<file path="config.mk">
export PLATFORM = sky130hd
export DESIGN_NAME = dual_stepper_wave_sequencer_flat
export DESIGN_NICKNAME = d
export VERILOG_FILES = /design/src/sv/dsws_pkg.sv /design/src/sv/dsws_channels.sv /design/src/sv/dsws_dp.sv /design/src/sv/dsws_ctrl.sv /design/src/sv/dual_stepper_wave_sequencer.sv /design/src/flat_wrapper.sv
export VERILOG_INCLUDE_DIRS = /design/src /design/src/sv
export SDC_FILE = /design/constraint.sdc
export NUM_CORES = 1
export LEC_CHECK = 0
export ABC_AREA = 1
export BUFFER_PORTS_ARGS = -buffer_cell sky130_fd_sc_hd__buf_2
export CAP_MARGIN = 20
export CORE_UTILIZATION = 53
export DETAILED_ROUTE_END_ITERATION = 7
export HOLD_SLACK_MARGIN = 0.12
export PLACE_DENSITY = 0.67
export SYNTH_ARGS = -nofsm -noshare
export SYNTH_HDL_FRONTEND = slang
export SYNTH_SLANG_ARGS = --single-unit
</file>
<file path="constraint.sdc">
create_clock -name clock -period 7.62 [get_ports clock]
set_input_delay 0.762 -clock clock [delete_from_list [all_inputs] [get_ports clock]]
set_output_delay 0.762 -clock clock [all_outputs]
set_load 0.005 [all_outputs]
</file>
<file path="src/sv/assert_macros.svh">
// Assertion macros shared by the stepper sequencer RTL.
`ifndef ASSERT_MACROS_SVH
`define ASSERT_MACROS_SVH

// Checked on every clock edge outside reset.
`define DSWS_ASSERT(label, prop, msg) \
   label: assert property (@(posedge clock) disable iff (reset) prop) else $error(msg);

// Checked on every clock edge, reset included.
`define DSWS_ASSERT_ALWAYS(label, prop, msg) \
   label: assert property (@(posedge clock) prop) else $error(msg);

`endif

</file>
<file path="src/sv/dsws_pkg.sv">
// Shared types, constants and helpers of the dual stepper wave sequencer.
package dsws_pkg;

   // Width of step counts and step sums.
   localparam int STEP_W = 16;

   // Configuration port geometry.
   localparam int CSR_IDX_W  = 4;
   localparam int CSR_DATA_W = 64;

   // Register indexes.
   localparam logic [CSR_IDX_W-1:0] REG_HALF_PERIOD = 4'd0;
   localparam logic [CSR_IDX_W-1:0] REG_STEPS_PER_MM = 4'd1;
   localparam logic [CSR_IDX_W-1:0] REG_ANGLE_SMALL = 4'd2;
   localparam logic [CSR_IDX_W-1:0] REG_ANGLE_LARGE = 4'd3;

   // Request kinds.
   localparam logic REQ_MOTION = 1'b0;
   localparam logic REQ_TICK   = 1'b1;

   // Motion codes.
   localparam logic [1:0] MOT_FORWARD  = 2'd0;
   localparam logic [1:0] MOT_BACKWARD = 2'd1;
   localparam logic [1:0] MOT_LEFT     = 2'd2;
   localparam logic [1:0] MOT_RIGHT    = 2'd3;

   // Number of greedy degree chunks and the index of the largest.
   localparam int CHUNK_N = 8;
   localparam logic [2:0] CHUNK_TOP = 3'(CHUNK_N - 1);

   // Controller states.
   typedef enum logic [1:0] {
      S_IDLE,
      S_CALC,
      S_COMMIT
   } seq_state_type;

   // Controller to datapath commands.
   typedef struct packed {
      logic latch;      // capture the request beat
      logic calc_step;  // one greedy chunk step
      logic commit;     // apply the item and load the result register
   } dp_cmd_type;

   // Datapath to controller status.
   typedef struct packed {
      logic calc_done;  // step count of the latched item is ready
   } dp_status_type;

   // Degrees of greedy chunk k, smallest first.
   function automatic logic [7:0] chunk_deg(input logic [2:0] k);
      logic [7:0] d;
      unique case (k)
         3'd0: d = 8'd1;
         3'd1: d = 8'd5;
         3'd2: d = 8'd10;
         3'd3: d = 8'd15;
         3'd4: d = 8'd30;
         3'd5: d = 8'd45;
         3'd6: d = 8'd90;
         3'd7: d = 8'd180;
         default: d = 8'd1;
      endcase
      return d;
   endfunction

endpackage

</file>
<file path="src/sv/dsws_channels.sv">
// Valid/ready channel interfaces for the request and response sides.
interface dsws_req_if;
   logic        valid;
   logic        ready;
   logic        req_type;
   logic [1:0]  motion;
   logic [15:0] amount;

   modport source (output valid, req_type, motion, amount, input ready);
   modport sink (input valid, req_type, motion, amount, output ready);
endinterface

interface dsws_rsp_if;
   logic       valid;
   logic       ready;
   logic [3:0] left_coils;
   logic [3:0] right_coils;
   logic       busy_res;
   logic       accepted;
   logic       done_res;

   modport source (output valid, left_coils, right_coils, busy_res, accepted, done_res,
                   input ready);
   modport sink (input valid, left_coils, right_coils, busy_res, accepted, done_res,
                 output ready);
endinterface

</file>
<file path="src/sv/dsws_dp.sv">
// Datapath: config registers, degree splitter, motion state and result register.
`include "assert_macros.svh"

module dsws_dp import dsws_pkg::*; (
   input  logic                  clock,
   input  logic                  reset,
   input  dp_cmd_type            cmd,
   output dp_status_type         status,
   input  logic                  req_type,
   input  logic [1:0]            motion,
   input  logic [15:0]           amount,
   input  logic                  csr_we,
   input  logic [CSR_IDX_W-1:0]  csr_index,
   input  logic [CSR_DATA_W-1:0] csr_wdata,
   output logic [3:0]            left_coils,
   output logic [3:0]            right_coils,
   output logic                  busy_res,
   output logic                  accepted,
   output logic                  done_res
);

   // Configuration registers
   logic [7:0]            half_period_ff;
   logic [7:0]            steps_per_mm_ff;
   logic [CSR_DATA_W-1:0] angle_small_ff;
   logic [CSR_DATA_W-1:0] angle_large_ff;

   // Latched request beat
   logic        rq_type_ff;
   logic [1:0]  rq_motion_ff;
   logic [15:0] rq_amount_ff;

   // Degree splitter
   logic [15:0]       deg_ff, deg_in;
   logic [STEP_W-1:0] sum_ff, sum_in;
   logic [2:0]        k_ff, k_in;
   logic              calc_end_ff, calc_end_in;

   // Motion state
   logic              active_ff, active_in;
   logic [1:0]        cur_motion_ff, cur_motion_in;
   logic [STEP_W-1:0] steps_left_ff, steps_left_in;
   logic [1:0]        phase_ff, phase_in;
   logic              high_ff, high_in;
   logic [7:0]        tick_ff, tick_in;

   // Result register
   logic [3:0] left_ff, left_in;
   logic [3:0] right_ff, right_in;
   logic       busy_ff, acc_ff, acc_in, done_ff, done_in;

   logic [7:0]        cdeg;
   logic [15:0]       csteps;
   logic [23:0]       straight_prod;
   logic [STEP_W-1:0] n_steps;
   logic [7:0]        half_eff;
   logic [7:0]        tick_inc;
   logic [1:0]        lc, rc;
   logic              need_calc;

   // Config writes; unknown indexes are dropped
   always_ff @(posedge clock) begin
      if (reset) begin
         half_period_ff  <= 8'd2;
         steps_per_mm_ff <= 8'd1;
         angle_small_ff  <= '0;
         angle_large_ff  <= '0;
      end else if (csr_we) begin
         unique case (csr_index)
            REG_HALF_PERIOD:  half_period_ff  <= csr_wdata[7:0];
            REG_STEPS_PER_MM: steps_per_mm_ff <= csr_wdata[7:0];
            REG_ANGLE_SMALL:  angle_small_ff  <= csr_wdata;
            REG_ANGLE_LARGE:  angle_large_ff  <= csr_wdata;
            default: ;
         endcase
      end
   end

   // Request capture
   always_ff @(posedge clock) begin
      if (cmd.latch) begin
         rq_type_ff   <= req_type;
         rq_motion_ff <= motion;
         rq_amount_ff <= amount;
      end
   end

   // Greedy split: take one chunk per cycle while it fits, else move to a smaller one
   always_comb begin
      cdeg   = chunk_deg(k_ff);
      csteps = k_ff[2] ? angle_large_ff[16*k_ff[1:0] +: 16]
                       : angle_small_ff[16*k_ff[1:0] +: 16];
      deg_in      = deg_ff;
      sum_in      = sum_ff;
      k_in        = k_ff;
      calc_end_in = calc_end_ff;
      if (cmd.latch) begin
         deg_in      = amount;
         sum_in      = '0;
         k_in        = CHUNK_TOP;
         calc_end_in = 1'b0;
      end else if (cmd.calc_step) begin
         if (deg_ff >= 16'(cdeg)) begin
            deg_in = deg_ff - 16'(cdeg);
            sum_in = sum_ff + STEP_W'(csteps);
         end else if (k_ff == 3'd0) begin
            calc_end_in = 1'b1;
         end else begin
            k_in = k_ff - 3'd1;
         end
      end
   end

   always_ff @(posedge clock) begin
      deg_ff <= deg_in;
      sum_ff <= sum_in;
      k_ff   <= k_in;
      if (reset) calc_end_ff <= 1'b0;
      else       calc_end_ff <= calc_end_in;
   end

   // Only a turn command taken while idle needs the splitter
   assign need_calc = (rq_type_ff == REQ_MOTION) && rq_motion_ff[1] && !active_ff;
   assign status.calc_done = !need_calc || calc_end_ff;

   // Item commit: start a motion, refuse a command while busy, or advance the wave on a tick
   always_comb begin
      straight_prod = rq_amount_ff * steps_per_mm_ff;
      n_steps  = rq_motion_ff[1] ? (sum_ff >> 1) : STEP_W'(straight_prod);
      half_eff = (half_period_ff == 8'd0) ? 8'd1 : half_period_ff;
      tick_inc = tick_ff + 8'd1;

      active_in     = active_ff;
      cur_motion_in = cur_motion_ff;
      steps_left_in = steps_left_ff;
      phase_in      = phase_ff;
      high_in       = high_ff;
      tick_in       = tick_ff;
      acc_in        = 1'b0;
      done_in       = 1'b0;

      if (rq_type_ff == REQ_MOTION) begin
         if (!active_ff) begin
            acc_in = 1'b1;
            if (n_steps == '0) begin
               done_in = 1'b1;
            end else begin
               active_in     = 1'b1;
               cur_motion_in = rq_motion_ff;
               steps_left_in = n_steps;
               phase_in      = 2'd0;
               high_in       = 1'b1;
               tick_in       = 8'd0;
            end
         end
      end else if (active_ff) begin
         tick_in = tick_inc;
         if (tick_inc >= half_eff) begin
            tick_in = 8'd0;
            if (high_ff) begin
               high_in = 1'b0;
            end else begin
               steps_left_in = steps_left_ff - STEP_W'(1);
               phase_in      = phase_ff + 2'd1;
               if (steps_left_ff == STEP_W'(1)) begin
                  active_in = 1'b0;
                  done_in   = 1'b1;
               end else begin
                  high_in = 1'b1;
               end
            end
         end
      end

      // Coil drive from the state after this item
      unique case (cur_motion_in)
         MOT_FORWARD:  begin lc = phase_in;        rc = phase_in;        end
         MOT_BACKWARD: begin lc = 2'd3 - phase_in; rc = 2'd3 - phase_in; end
         MOT_LEFT:     begin lc = 2'd3 - phase_in; rc = phase_in;        end
         MOT_RIGHT:    begin lc = phase_in;        rc = 2'd3 - phase_in; end
         default:      begin lc = phase_in;        rc = phase_in;        end
      endcase
      if (active_in && high_in) begin
         left_in  = 4'b0001 << lc;
         right_in = 4'b0001 << rc;
      end else begin
         left_in  = 4'd0;
         right_in = 4'd0;
      end
   end

   always_ff @(posedge clock) begin
      if (reset) begin
         active_ff     <= 1'b0;
         cur_motion_ff <= MOT_FORWARD;
         steps_left_ff <= '0;
         phase_ff      <= 2'd0;
         high_ff       <= 1'b0;
         tick_ff       <= 8'd0;
      end else if (cmd.commit) begin
         active_ff     <= active_in;
         cur_motion_ff <= cur_motion_in;
         steps_left_ff <= steps_left_in;
         phase_ff      <= phase_in;
         high_ff       <= high_in;
         tick_ff       <= tick_in;
      end
   end

   // Result register
   always_ff @(posedge clock) begin
      if (cmd.commit) begin
         left_ff  <= left_in;
         right_ff <= right_in;
         busy_ff  <= active_in;
         acc_ff   <= acc_in;
         done_ff  <= done_in;
      end
   end

   assign left_coils  = left_ff;
   assign right_coils = right_ff;
   assign busy_res    = busy_ff;
   assign accepted    = acc_ff;
   assign done_res    = done_ff;

   `DSWS_ASSERT(a_active_has_steps, active_ff |-> (steps_left_ff != '0), "running motion with no steps left")
   `DSWS_ASSERT(a_calc_only_when_needed, cmd.calc_step |-> !calc_end_ff, "split step after the split ended")

endmodule

</file>
<file path="src/sv/dsws_ctrl.sv">
// Controller state machine: request intake, split sequencing and result handoff.
`include "assert_macros.svh"

module dsws_ctrl import dsws_pkg::*; (
   input  logic          clock,
   input  logic          reset,
   input  logic          req_valid,
   output logic          req_ready,
   output logic          rsp_valid,
   input  logic          rsp_ready,
   output dp_cmd_type    cmd,
   input  dp_status_type status
);

   seq_state_type state_ff, state_in;
   logic          rsp_valid_ff, rsp_valid_in;

   // State register and result valid
   always_ff @(posedge clock) begin
      if (reset) begin
         state_ff     <= S_IDLE;
         rsp_valid_ff <= 1'b0;
      end else begin
         state_ff     <= state_in;
         rsp_valid_ff <= rsp_valid_in;
      end
   end

   // Next state and datapath commands
   always_comb begin
      state_in  = state_ff;
      cmd       = '0;
      req_ready = 1'b0;
      unique case (state_ff)
         S_IDLE: begin
            req_ready = 1'b1;
            if (req_valid) begin
               cmd.latch = 1'b1;
               state_in  = S_CALC;
            end
         end
         S_CALC: begin
            if (status.calc_done) state_in = S_COMMIT;
            else                  cmd.calc_step = 1'b1;
         end
         S_COMMIT: begin
            // hold until the result register is free
            if (!rsp_valid_ff || rsp_ready) begin
               cmd.commit = 1'b1;
               state_in   = S_IDLE;
            end
         end
         default: state_in = S_IDLE;
      endcase
      if (cmd.commit)     rsp_valid_in = 1'b1;
      else if (rsp_ready) rsp_valid_in = 1'b0;
      else                rsp_valid_in = rsp_valid_ff;
   end

   assign rsp_valid = rsp_valid_ff;

   `DSWS_ASSERT(a_accept_to_calc, (req_valid && req_ready) |=> (state_ff == S_CALC), "accepted beat did not start work")
   `DSWS_ASSERT(a_no_overwrite, cmd.commit |-> (!rsp_valid_ff || rsp_ready), "result overwritten before taken")
   `DSWS_ASSERT_ALWAYS(a_rsp_from_commit, (!reset && $rose(rsp_valid_ff)) |-> ($past(state_ff) == S_COMMIT), "result without commit")

endmodule

</file>
<file path="src/sv/dual_stepper_wave_sequencer.sv">
// Dual four-coil stepper sequencer, wave drive.
// Request channel (req_bus): one beat per item. req_type 0 is a motion command
// (motion, amount), req_type 1 is one time tick. Response channel (rsp_bus):
// exactly one beat per request with the coil drive after that item, busy,
// accepted and done flags. Configuration (csr_we/csr_index/csr_wdata) writes
// half period, steps per mm and the two angle step tables; write it while
// no request is in flight.
// A tick, straight move or rejected command passes the CALC and COMMIT states
// on its way to the result register. A turn command runs the greedy degree
// splitter in CALC, one chunk step per cycle.
// One item is in work at a time; req ready is high only in the idle state,
// so the next beat is taken in the cycle after the commit at the earliest.
// When the receiver stalls, the finished result waits in the result
// register and the controller holds the next item before its commit.
// Reset (synchronous, active high) stops any motion, drops a pending
// result and restores the register defaults (half period 2, 1 step/mm).
module dual_stepper_wave_sequencer import dsws_pkg::*; (
   input  logic                  clock,
   input  logic                  reset,
   dsws_req_if.sink              req_bus,
   dsws_rsp_if.source            rsp_bus,
   input  logic                  csr_we,
   input  logic [CSR_IDX_W-1:0]  csr_index,
   input  logic [CSR_DATA_W-1:0] csr_wdata
);

   dp_cmd_type    cmd;
   dp_status_type status;

   // Controller
   dsws_ctrl u_ctrl (
      .clock     (clock),
      .reset     (reset),
      .req_valid (req_bus.valid),
      .req_ready (req_bus.ready),
      .rsp_valid (rsp_bus.valid),
      .rsp_ready (rsp_bus.ready),
      .cmd       (cmd),
      .status    (status)
   );

   // Datapath
   dsws_dp u_dp (
      .clock       (clock),
      .reset       (reset),
      .cmd         (cmd),
      .status      (status),
      .req_type    (req_bus.req_type),
      .motion      (req_bus.motion),
      .amount      (req_bus.amount),
      .csr_we      (csr_we),
      .csr_index   (csr_index),
      .csr_wdata   (csr_wdata),
      .left_coils  (rsp_bus.left_coils),
      .right_coils (rsp_bus.right_coils),
      .busy_res    (rsp_bus.busy_res),
      .accepted    (rsp_bus.accepted),
      .done_res    (rsp_bus.done_res)
   );

endmodule

</file>
<file path="src/flat_wrapper.sv">
// flat-port wrapper written by rule: the top's interface ports become plain ports
module dual_stepper_wave_sequencer_flat import dsws_pkg::*;
  (clock, reset, csr_we, csr_index, csr_wdata, req_bus_valid, req_bus_req_type, req_bus_motion, req_bus_amount, req_bus_ready, rsp_bus_valid, rsp_bus_left_coils, rsp_bus_right_coils, rsp_bus_busy_res, rsp_bus_accepted, rsp_bus_done_res, rsp_bus_ready);
  dsws_req_if req_bus_i ();
  dsws_rsp_if rsp_bus_i ();
  input  logic clock;
  input  logic reset;
  input  logic csr_we;
  input  logic [CSR_IDX_W-1:0] csr_index;
  input  logic [CSR_DATA_W-1:0] csr_wdata;
  input wire logic [$bits(req_bus_i.valid)-1:0] req_bus_valid;
  input wire logic [$bits(req_bus_i.req_type)-1:0] req_bus_req_type;
  input wire logic [$bits(req_bus_i.motion)-1:0] req_bus_motion;
  input wire logic [$bits(req_bus_i.amount)-1:0] req_bus_amount;
  output wire logic [$bits(req_bus_i.ready)-1:0] req_bus_ready;
  output wire logic [$bits(rsp_bus_i.valid)-1:0] rsp_bus_valid;
  output wire logic [$bits(rsp_bus_i.left_coils)-1:0] rsp_bus_left_coils;
  output wire logic [$bits(rsp_bus_i.right_coils)-1:0] rsp_bus_right_coils;
  output wire logic [$bits(rsp_bus_i.busy_res)-1:0] rsp_bus_busy_res;
  output wire logic [$bits(rsp_bus_i.accepted)-1:0] rsp_bus_accepted;
  output wire logic [$bits(rsp_bus_i.done_res)-1:0] rsp_bus_done_res;
  input wire logic [$bits(rsp_bus_i.ready)-1:0] rsp_bus_ready;
  assign req_bus_i.valid = req_bus_valid;
  assign req_bus_i.req_type = req_bus_req_type;
  assign req_bus_i.motion = req_bus_motion;
  assign req_bus_i.amount = req_bus_amount;
  assign req_bus_ready = req_bus_i.ready;
  assign rsp_bus_valid = rsp_bus_i.valid;
  assign rsp_bus_left_coils = rsp_bus_i.left_coils;
  assign rsp_bus_right_coils = rsp_bus_i.right_coils;
  assign rsp_bus_busy_res = rsp_bus_i.busy_res;
  assign rsp_bus_accepted = rsp_bus_i.accepted;
  assign rsp_bus_done_res = rsp_bus_i.done_res;
  assign rsp_bus_i.ready = rsp_bus_ready;
  dual_stepper_wave_sequencer u_core (.clock(clock), .reset(reset), .req_bus(req_bus_i), .rsp_bus(rsp_bus_i), .csr_we(csr_we), .csr_index(csr_index), .csr_wdata(csr_wdata));
endmodule
</file>
Yosys cells after proc, flatten, opt, wreduce, memory -nomap -nowiden
Memories as Yosys holds them, arrays and structs flattened. A register that Yosys moved wholly into a read port is not among the register bits.
Index checks and enable logic that the tools add are counted.

operators by class
  add/sub/neg operators = 7
  multipliers = 1
  magnitude comparators = 2
  equality and inequality tests = 17
  shifts and indexed selects = 4
  mux-type cells = 64
  bitwise gates (word level) = 3
  reduce and logical (&&, ||, !) cells = 33

operator list
  operator                                                              count
  16-bit 2-to-1 mux                                                     11
  64-bit by 7-bit indexed part select with 16-bit output                2
  8-bit 2-to-1 mux                                                      6
  1-bit 2-to-1 mux                                                      30
  2-bit 2-to-1 mux                                                      12
  16-bit adder                                                          1
  16-bit by 1-bit == test with 1-bit output, second input constant      1
  16-bit by 8-bit greater-or-equal comparator with 1-bit output         1
  16-bit zero test                                                      1
  16-bit by 8-bit multiplier with 16-bit output                         1
  16-bit by 1-bit subtractor with 16-bit output, second input constant  1
  16-bit by 8-bit subtractor with 16-bit output                         1
  2-bit AND reduction                                                   6
  2-bit inequality test, second input constant                          5
  2-bit OR reduction                                                    5
  3-bit AND reduction                                                   3
  8-bit by 1-bit adder with 8-bit output, second input constant         1
  4-bit by 2-bit == test with 1-bit output, second input constant       2
  8-bit greater-or-equal comparator                                     1
  8-bit zero test                                                       1
  2-bit one-hot mux with 2 select lines                                 2
  1-bit by 2-bit left shift with 4-bit output, first input constant     2
  2-bit == test, second input constant                                  3
  3-bit 2-to-1 mux                                                      2
  17 further kinds                                                      30

word-level totals
  flip-flop bits (word level) = 243
  bits in read-only memories = 64
  input bits = 92
  output and inout port bits = 13
  logic and storage cells = 156
  memories = 1

memories
  memory            words  bits a word  rd ports  clocked after Yosys merged registers in  wr ports  RTL line        text
  (name not given)  8      8            1         1                                        0         dsws_pkg.sv:53  unique case (k)

Longest topological paths before layout
  depth in word-level cells = 10
  depth in mapped cells = 33

Hierarchy
A second synthesis with hierarchy kept.

second synthesis, totals
  cells, all modules = 2,086
  area, all modules = 15,341.0 sq um

by module, submodules not included
  module     instances  cells each  area each (sq um)  sequential area each (sq um)
  dsws_dp    1          2,067       15,182.1           5,425.2
  dsws_ctrl  1          19          158.9              60.1

Worst setup path after synthesis
Ideal clock, no wire load.

  path kind = register to register
  from = register u_core.u_dp.steps_per_mm_ff[2]
  to = register u_core.u_dp.right_ff[1] (netlist: u_core.u_dp.right_coils[1]), data pin
  arrival time = 4,711 ps
  required time = 7,367 ps
  setup slack = 2,656 ps
  stages on the path, launching flop included = 26
  clock period less this slack = 4,964 ps
  cells stage by stage = dfxtp_1 clkbuf_2 clkbuf_1 nand2_1 fa_1 fa_1 fa_1 fa_1 inv_1 ha_1 inv_1 o21ai_0 a31oi_1 nand3_1 nor2_1 nor2_1 nand2_1 o21ai_1 nand4_4 nand2_4 nand2_1 nand2_1 nand2_1 xor2_2 inv_1 nor2_1

on the way
  cells in the longest elaborated chain, start to end = 10
  elaborated cells on any way between the ends = 25
  classes of those cells = add/sub: 1; mul: 1; eq/ne: 3; shift: 1; mux: 14; reduce/logical: 5

ends and longest elaborated chain
  what                                               RTL line        text
  from (decl)                                        dsws_dp.sv:24   logic [7:0] steps_per_mm_ff;
  from (signal assigned)                             dsws_dp.sv:71   REG_STEPS_PER_MM: steps_per_mm_ff <= csr_wdata[7:0];
  16-bit by 8-bit multiplier with 16-bit output (*)  dsws_dp.sv:128  straight_prod = rq_amount_ff * steps_per_mm_ff;
  16-bit 2-to-1 mux (*)                              dsws_dp.sv:129  n_steps = rq_motion_ff[1] ? (sum_ff >> 1) : STEP_W'(straight_prod);
  16-bit zero test (*)                               dsws_dp.sv:145  if (n_steps == '0) begin
  2-bit 2-to-1 mux                                   dsws_dp.sv:145
  2-bit 2-to-1 mux                                   dsws_dp.sv:143  if (!active_ff) begin
  2-bit 2-to-1 mux                                   dsws_dp.sv:142  if (rq_type_ff == REQ_MOTION) begin
  2-bit == test (tied with other cells)              dsws_dp.sv:176  unique case (cur_motion_in)
  2-bit OR reduction (no source line)                --
  2-bit one-hot mux with 2 select lines              dsws_dp.sv:176
  1-bit by 2-bit left shift with 4-bit output        dsws_dp.sv:185  right_in = 4'b0001 << rc;
  to (signal assigned)                               dsws_dp.sv:214  right_ff <= right_in;
  to (decl)                                          dsws_dp.sv:49   logic [3:0] right_ff, right_in;

Every way passes the cells marked *; elsewhere a longest branch is shown, timed or not.
A chain may end at the register's enable or synchronous reset.

Worst setup path after layout
  from = register u_core.u_dp.steps_per_mm_ff[2]
  to = register u_core.u_dp.steps_left_ff[5]

on the way
  cells in the longest elaborated chain, start to end = 5
  elaborated cells on any way between the ends = 8
  classes of those cells = mul: 1; eq/ne: 1; mux: 4; reduce/logical: 2

ends and longest elaborated chain
  what                                                                                RTL line        text
  16-bit by 8-bit multiplier with 16-bit output (*)                                   dsws_dp.sv:128
  16-bit 2-to-1 mux (*)                                                               dsws_dp.sv:129
  16-bit zero test / 16-bit 2-to-1 mux (equally long branches)                        dsws_dp.sv:145
  2-bit inequality test (no source line) / 16-bit 2-to-1 mux (equally long branches)  --
  6-bit AND reduction (no source line) / 16-bit 2-to-1 mux (equally long branches)    --
  to (signal assigned)                                                                dsws_dp.sv:203  steps_left_ff <= steps_left_in;
  to (decl)                                                                           dsws_dp.sv:42   logic [STEP_W-1:0] steps_left_ff, steps_left_in;

Every way passes the cells marked *; elsewhere a longest branch is shown, timed or not. The select of a mux whose other input is x is not followed.

==> metrics.md <==
| Metric | Value |
|---|---|
| Mapped Nets | 2280 |
| Io pins | 105 |
| Top FF cell, synth | dfxtp_1 |
| Min-delay src | req_bus_amount[14] |
| Total grt overflow | 0 |
| Minimum clock period | 5530 ps |
| Worst setup EP type | flop |
| Outcome | completed |
| Top cell type by total area after synthesis | dfxtp_1 |
| First-pass GRT wire length | 60900 um |
| Internal power | 2.32 mW |
| Final cell count without fillers | 2503 |
| Sequential area share after synthesis | 36.0% |
| Final WS setup | 2090 ps |
| WHS | 370 ps |
| Pin count of the biggest net entering global routing | 137 |
| Clock buffer count from CTS | 28 |
| Hold path endpoint | u_core.u_dp.rq_amount_ff[14]$_DFFE_PP_ |
| Net Sw Power | 0.824 mW |
| Initial DRC Count | 957 |
| Routed WL | 37400 um |
| CP peak stage delay | 700 ps |
| Worst IR Drop VDD | 184 uV |
| Average size of a mapped cell | 7.38 um2 |
| Skew final | 54.5 ps |
| Synthesis-to-layout area growth | 10.4% |
| Setup Fix Bufs, Post-CTS | 0 |
| Die outline height | 172 um |
| Hold buffers post-CTS | 0 |
| FF/Latch Area | 5490 um2 |
| Synth Instances | 2066 |
| Worst r2r src | u_core.u_dp.steps_per_mm_ff[2]$_SDFFE_PP0P_ |
| HPWL Detailed | 26800 um |
| Clk pwr share | 42.2% |
| Initial Utilization | 54.5% |
| Fmax | 181 MHz |
| RSZ-0062 raised after global routing | no |
| Root buffer cell | clkbuf_16 |
| Skew-Pair Late Insertion Delay | 580 ps |
| Nets | 2318 |
| TritonCTS Sinks | 251 |
| Final Hold Vio Count | 0 |
| Crit-path max FO | 24 |
| Worst Setup Path Type | reg2reg |
| R2R depth | 22 |
| Die Width | 172 um |
| Relative slew slack | 32.2% |
| Seq cells post-synth | 251 |
| Routed vias/inst | 5.23 |
| Met3 routed WL | 1800 um |
| Worst slew pin tran | 1020 ps |
| Highest metal used | met4 |
| Yosys cell types | 57 |
| Final setup fails | 0 |
| Clk slew on worst S/H paths | 60 ps |
| Fill count | 2626 |
| Footprint of the multi-input gates | 7880 um2 |
| Total GRT Usage | 26.0% |
| Clock Tree Buf Depth | 3 |
| Critical path data required time | 8020 ps |
| Critical path's slowest cell | dfxtp_1 |
| Rows | 61 |
| Reg power frac | 45.9% |
| Final Slew Violations | 0 |
| Dpl ws | 2150 ps |
| Setup TNS | 0 ps |
| Fraction of registers with async set/reset | 0% |
| Comb power frac | 11.9% |
| Die area | 29500 um2 |
| Met2 WL | 17100 um |
| Residual DRC count | 0 |
| Average routed wire per standard cell | 14.9 um |
| Routability cong. | 0.885 |
| Area of the mapped netlist | 15300 um2 |
| Cell family with most CP delay | adder cells |
| Antenna cells | 0 |
| Antenna viol nets, final | 0 |
| Synth top area share | 26.9% |
| Core area | 28000 um2 |
| Final Cycle Share | 72.6% |
| Cell Pwr Density | 187 nW/um2 |
| Top post-synthesis cells by area | dfxtp_1 (27%), inv_1 (9.4%), nand2_1 (9.2%), edfxtp_1 (9.1%), a21oi_1 (8.3%) |
| CTS tree | built |
| IO Port Bufs | 104 |
| Worst Hold Class | in2reg |
| R2r endpoint | u_core.u_dp.steps_left_ff[5]$_SDFFE_PP0P_ |
| Vias | 13100 |
| H-tree depth | 1 |
| Net Sw Frac | 26.2% |
| MaxCap Viol Count | 0 |
| R2r setup slk | 2090 ps |
| CP cell instances | nand2_1, fa_1, fa_1, fa_1, fa_1, inv_1, ha_1, nand2_1, nor2_1, nand2_1, a21oi_1, o21ai_1, nand2_1, o21ai_1, nor2_2, nand4_4, nand2_4, a21oi_4, nand2_4, clkinv_2, o21ai_0, nor2_1 |
| Share of cells above drive strength 1 | 9.08% |
| Placed Cells | 2451 |
| EDFF count, synth | 46 |
| Worst Path Buf+Inv | 2 |
| Ys Warns | 0 |
| WP data arrival | 5930 ps |
| Post-cts repair resize count | 0 |
| Leak | 7.34 nW |
| Vias in the first global route | 12300 |
| Met1 Wirelength | 17300 um |
| Drt first pass iters | 5 |
| Initial antenna violation count | 0 |
| Cell depth of the worst min-delay path | 1 |
| Critical Path Source Type | flop |
## sequential cells by signal (all words and copies together), names as in the netlist, 2 cells and up
register                     count
u_core.u_dp.deg_ff              16
u_core.u_dp.steps_per_mm_ff      8
u_core.u_dp.left_coils           4
u_core.u_dp.k_ff                 3
u_core.u_dp.tick_ff              8
u_core.u_dp.angle_large_ff      64
u_core.u_ctrl.state_ff           2
u_core.u_dp.right_coils          4
u_core.u_dp.cdeg                 8
u_core.u_dp.rq_amount_ff        16
u_core.u_dp.phase_ff             2
u_core.u_dp.rq_motion_ff         2
u_core.u_dp.half_period_ff       8
u_core.u_dp.sum_ff              16
u_core.u_dp.steps_left_ff       16
u_core.u_dp.cur_motion_ff        2
u_core.u_dp.angle_small_ff      64
## cell usage in the layout (no fill, tap or decap), types with 46 or more instances in the layout
| cell | instances |
|---|---|
| inv_1 | 382 |
| nand2_1 | 375 |
| a21oi_1 | 253 |
| o21ai_0 | 251 |
| dfxtp_1 | 204 |
| buf_2 | 104 |
| nor2_1 | 97 |
| fa_1 | 62 |
| ha_1 | 60 |
| nand3_1 | 57 |
| edfxtp_1 | 46 |
## Yosys cell counts (8+ instances only)
cell type and n:
a21oi_1 253, a221oi_1 15, a31oi_1 22, clkbuf_1 90, dfxtp_1 205, edfxtp_1 46, fa_1 62, ha_1 60
inv_1 383, nand2_1 375, nand3_1 59, nand4_1 10, nor2_1 97, nor3_1 8, o21ai_0 251, o21ai_1 9
o22ai_1 8, xor2_1 24
## kinds of logic after synthesis
| logic type | after synthesis | synth area share, % |
|---|---|---|
| compound gates | 585 | 20.6 |
| xor+xnor | 33 | 1.99 |
| fa+ha+maj | 122 | 13.1 |
| buf+inv | 495 | 12.5 |
| flops | 251 | 36.0 |
| simple gates | 580 | 15.8 |
## layout make-up
| cell class | instances | share of cell area, % |
|---|---|---|
| Timing Repair Buffer | 115 | 3.70 |
| Inverter | 388 | 8.67 |
| Tap cell | 378 | 2.81 |
| Multi-Input combinational cell | 1320 | 46.8 |
| Clock buffer | 46 | 4.98 |
| Sequential cell | 251 | 32.6 |
| Clock inverter | 5 | 0.468 |
## metrics by stage
step / instance area [um2] / power, mW / utilization [%]
global route: 16800 / 3.28 / 60.1
CTS: 16800 / 3.16 / 60.0
floorplan: 15300 / 1.72 / -
detailed placement: 15900 / 1.84 / 56.7
finish: 16800 / 3.14 / 60.1
global placement: 15900 / 1.83 / 56.7
## metal layers
layer	vias to the layer above	track usage, %
met3	70	3.18
met2	298	43.1
li1	6715	-
met4	0	8.54
met5	-	0
met1	6020	35.1
## power by group through the flow
stage | registers, mW | logic [mW] | clock network [mW]
final | 1.44 | 0.375 | 1.33
after CTS | 1.44 | 0.374 | 1.35
after detailed placement | 1.47 | 0.372 | 0
after global placement | 1.47 | 0.364 | 0
after floorplan | 1.45 | 0.277 | 0
after global routing | 1.45 | 0.429 | 1.40
## worst max path at each step
stage | from | to | slack [ps] | depth (start not counted)
floorplan | u_core.u_dp.steps_per_mm_ff[2]$_SDFFE_PP0P_ | u_core.u_dp.right_coils[1]$_SDFFCE_PP0P_ | 2660 | 25
global placement | u_core.u_dp.steps_per_mm_ff[2]$_SDFFE_PP0P_ | u_core.u_dp.steps_left_ff[5]$_SDFFE_PP0P_ | 2270 | 24
detailed placement | u_core.u_dp.steps_per_mm_ff[2]$_SDFFE_PP0P_ | u_core.u_dp.steps_left_ff[5]$_SDFFE_PP0P_ | 2150 | 22
CTS | u_core.u_dp.steps_per_mm_ff[2]$_SDFFE_PP0P_ | u_core.u_dp.steps_left_ff[5]$_SDFFE_PP0P_ | 2090 | 22
global route | u_core.u_dp.steps_per_mm_ff[2]$_SDFFE_PP0P_ | u_core.u_dp.steps_left_ff[5]$_SDFFE_PP0P_ | 1600 | 22
finish | u_core.u_dp.steps_per_mm_ff[2]$_SDFFE_PP0P_ | u_core.u_dp.steps_left_ff[5]$_SDFFE_PP0P_ | 2090 | 22
## worst reg2reg max path: stages, from the launching register on
cell	delay, ps
dfxtp_1	700
nand2_1	170
fa_1	540
fa_1	570
fa_1	420
fa_1	490
inv_1	40
ha_1	350
nand2_1	90
nor2_1	170
nand2_1	110
a21oi_1	200
o21ai_1	80
nand2_1	70
o21ai_1	100
nor2_2	170
nand4_4	150
nand2_4	150
a21oi_4	110
nand2_4	250
clkinv_2	200
o21ai_0	170
nor2_1	50
No activity file was read; power rests on OpenSTA's default activity.
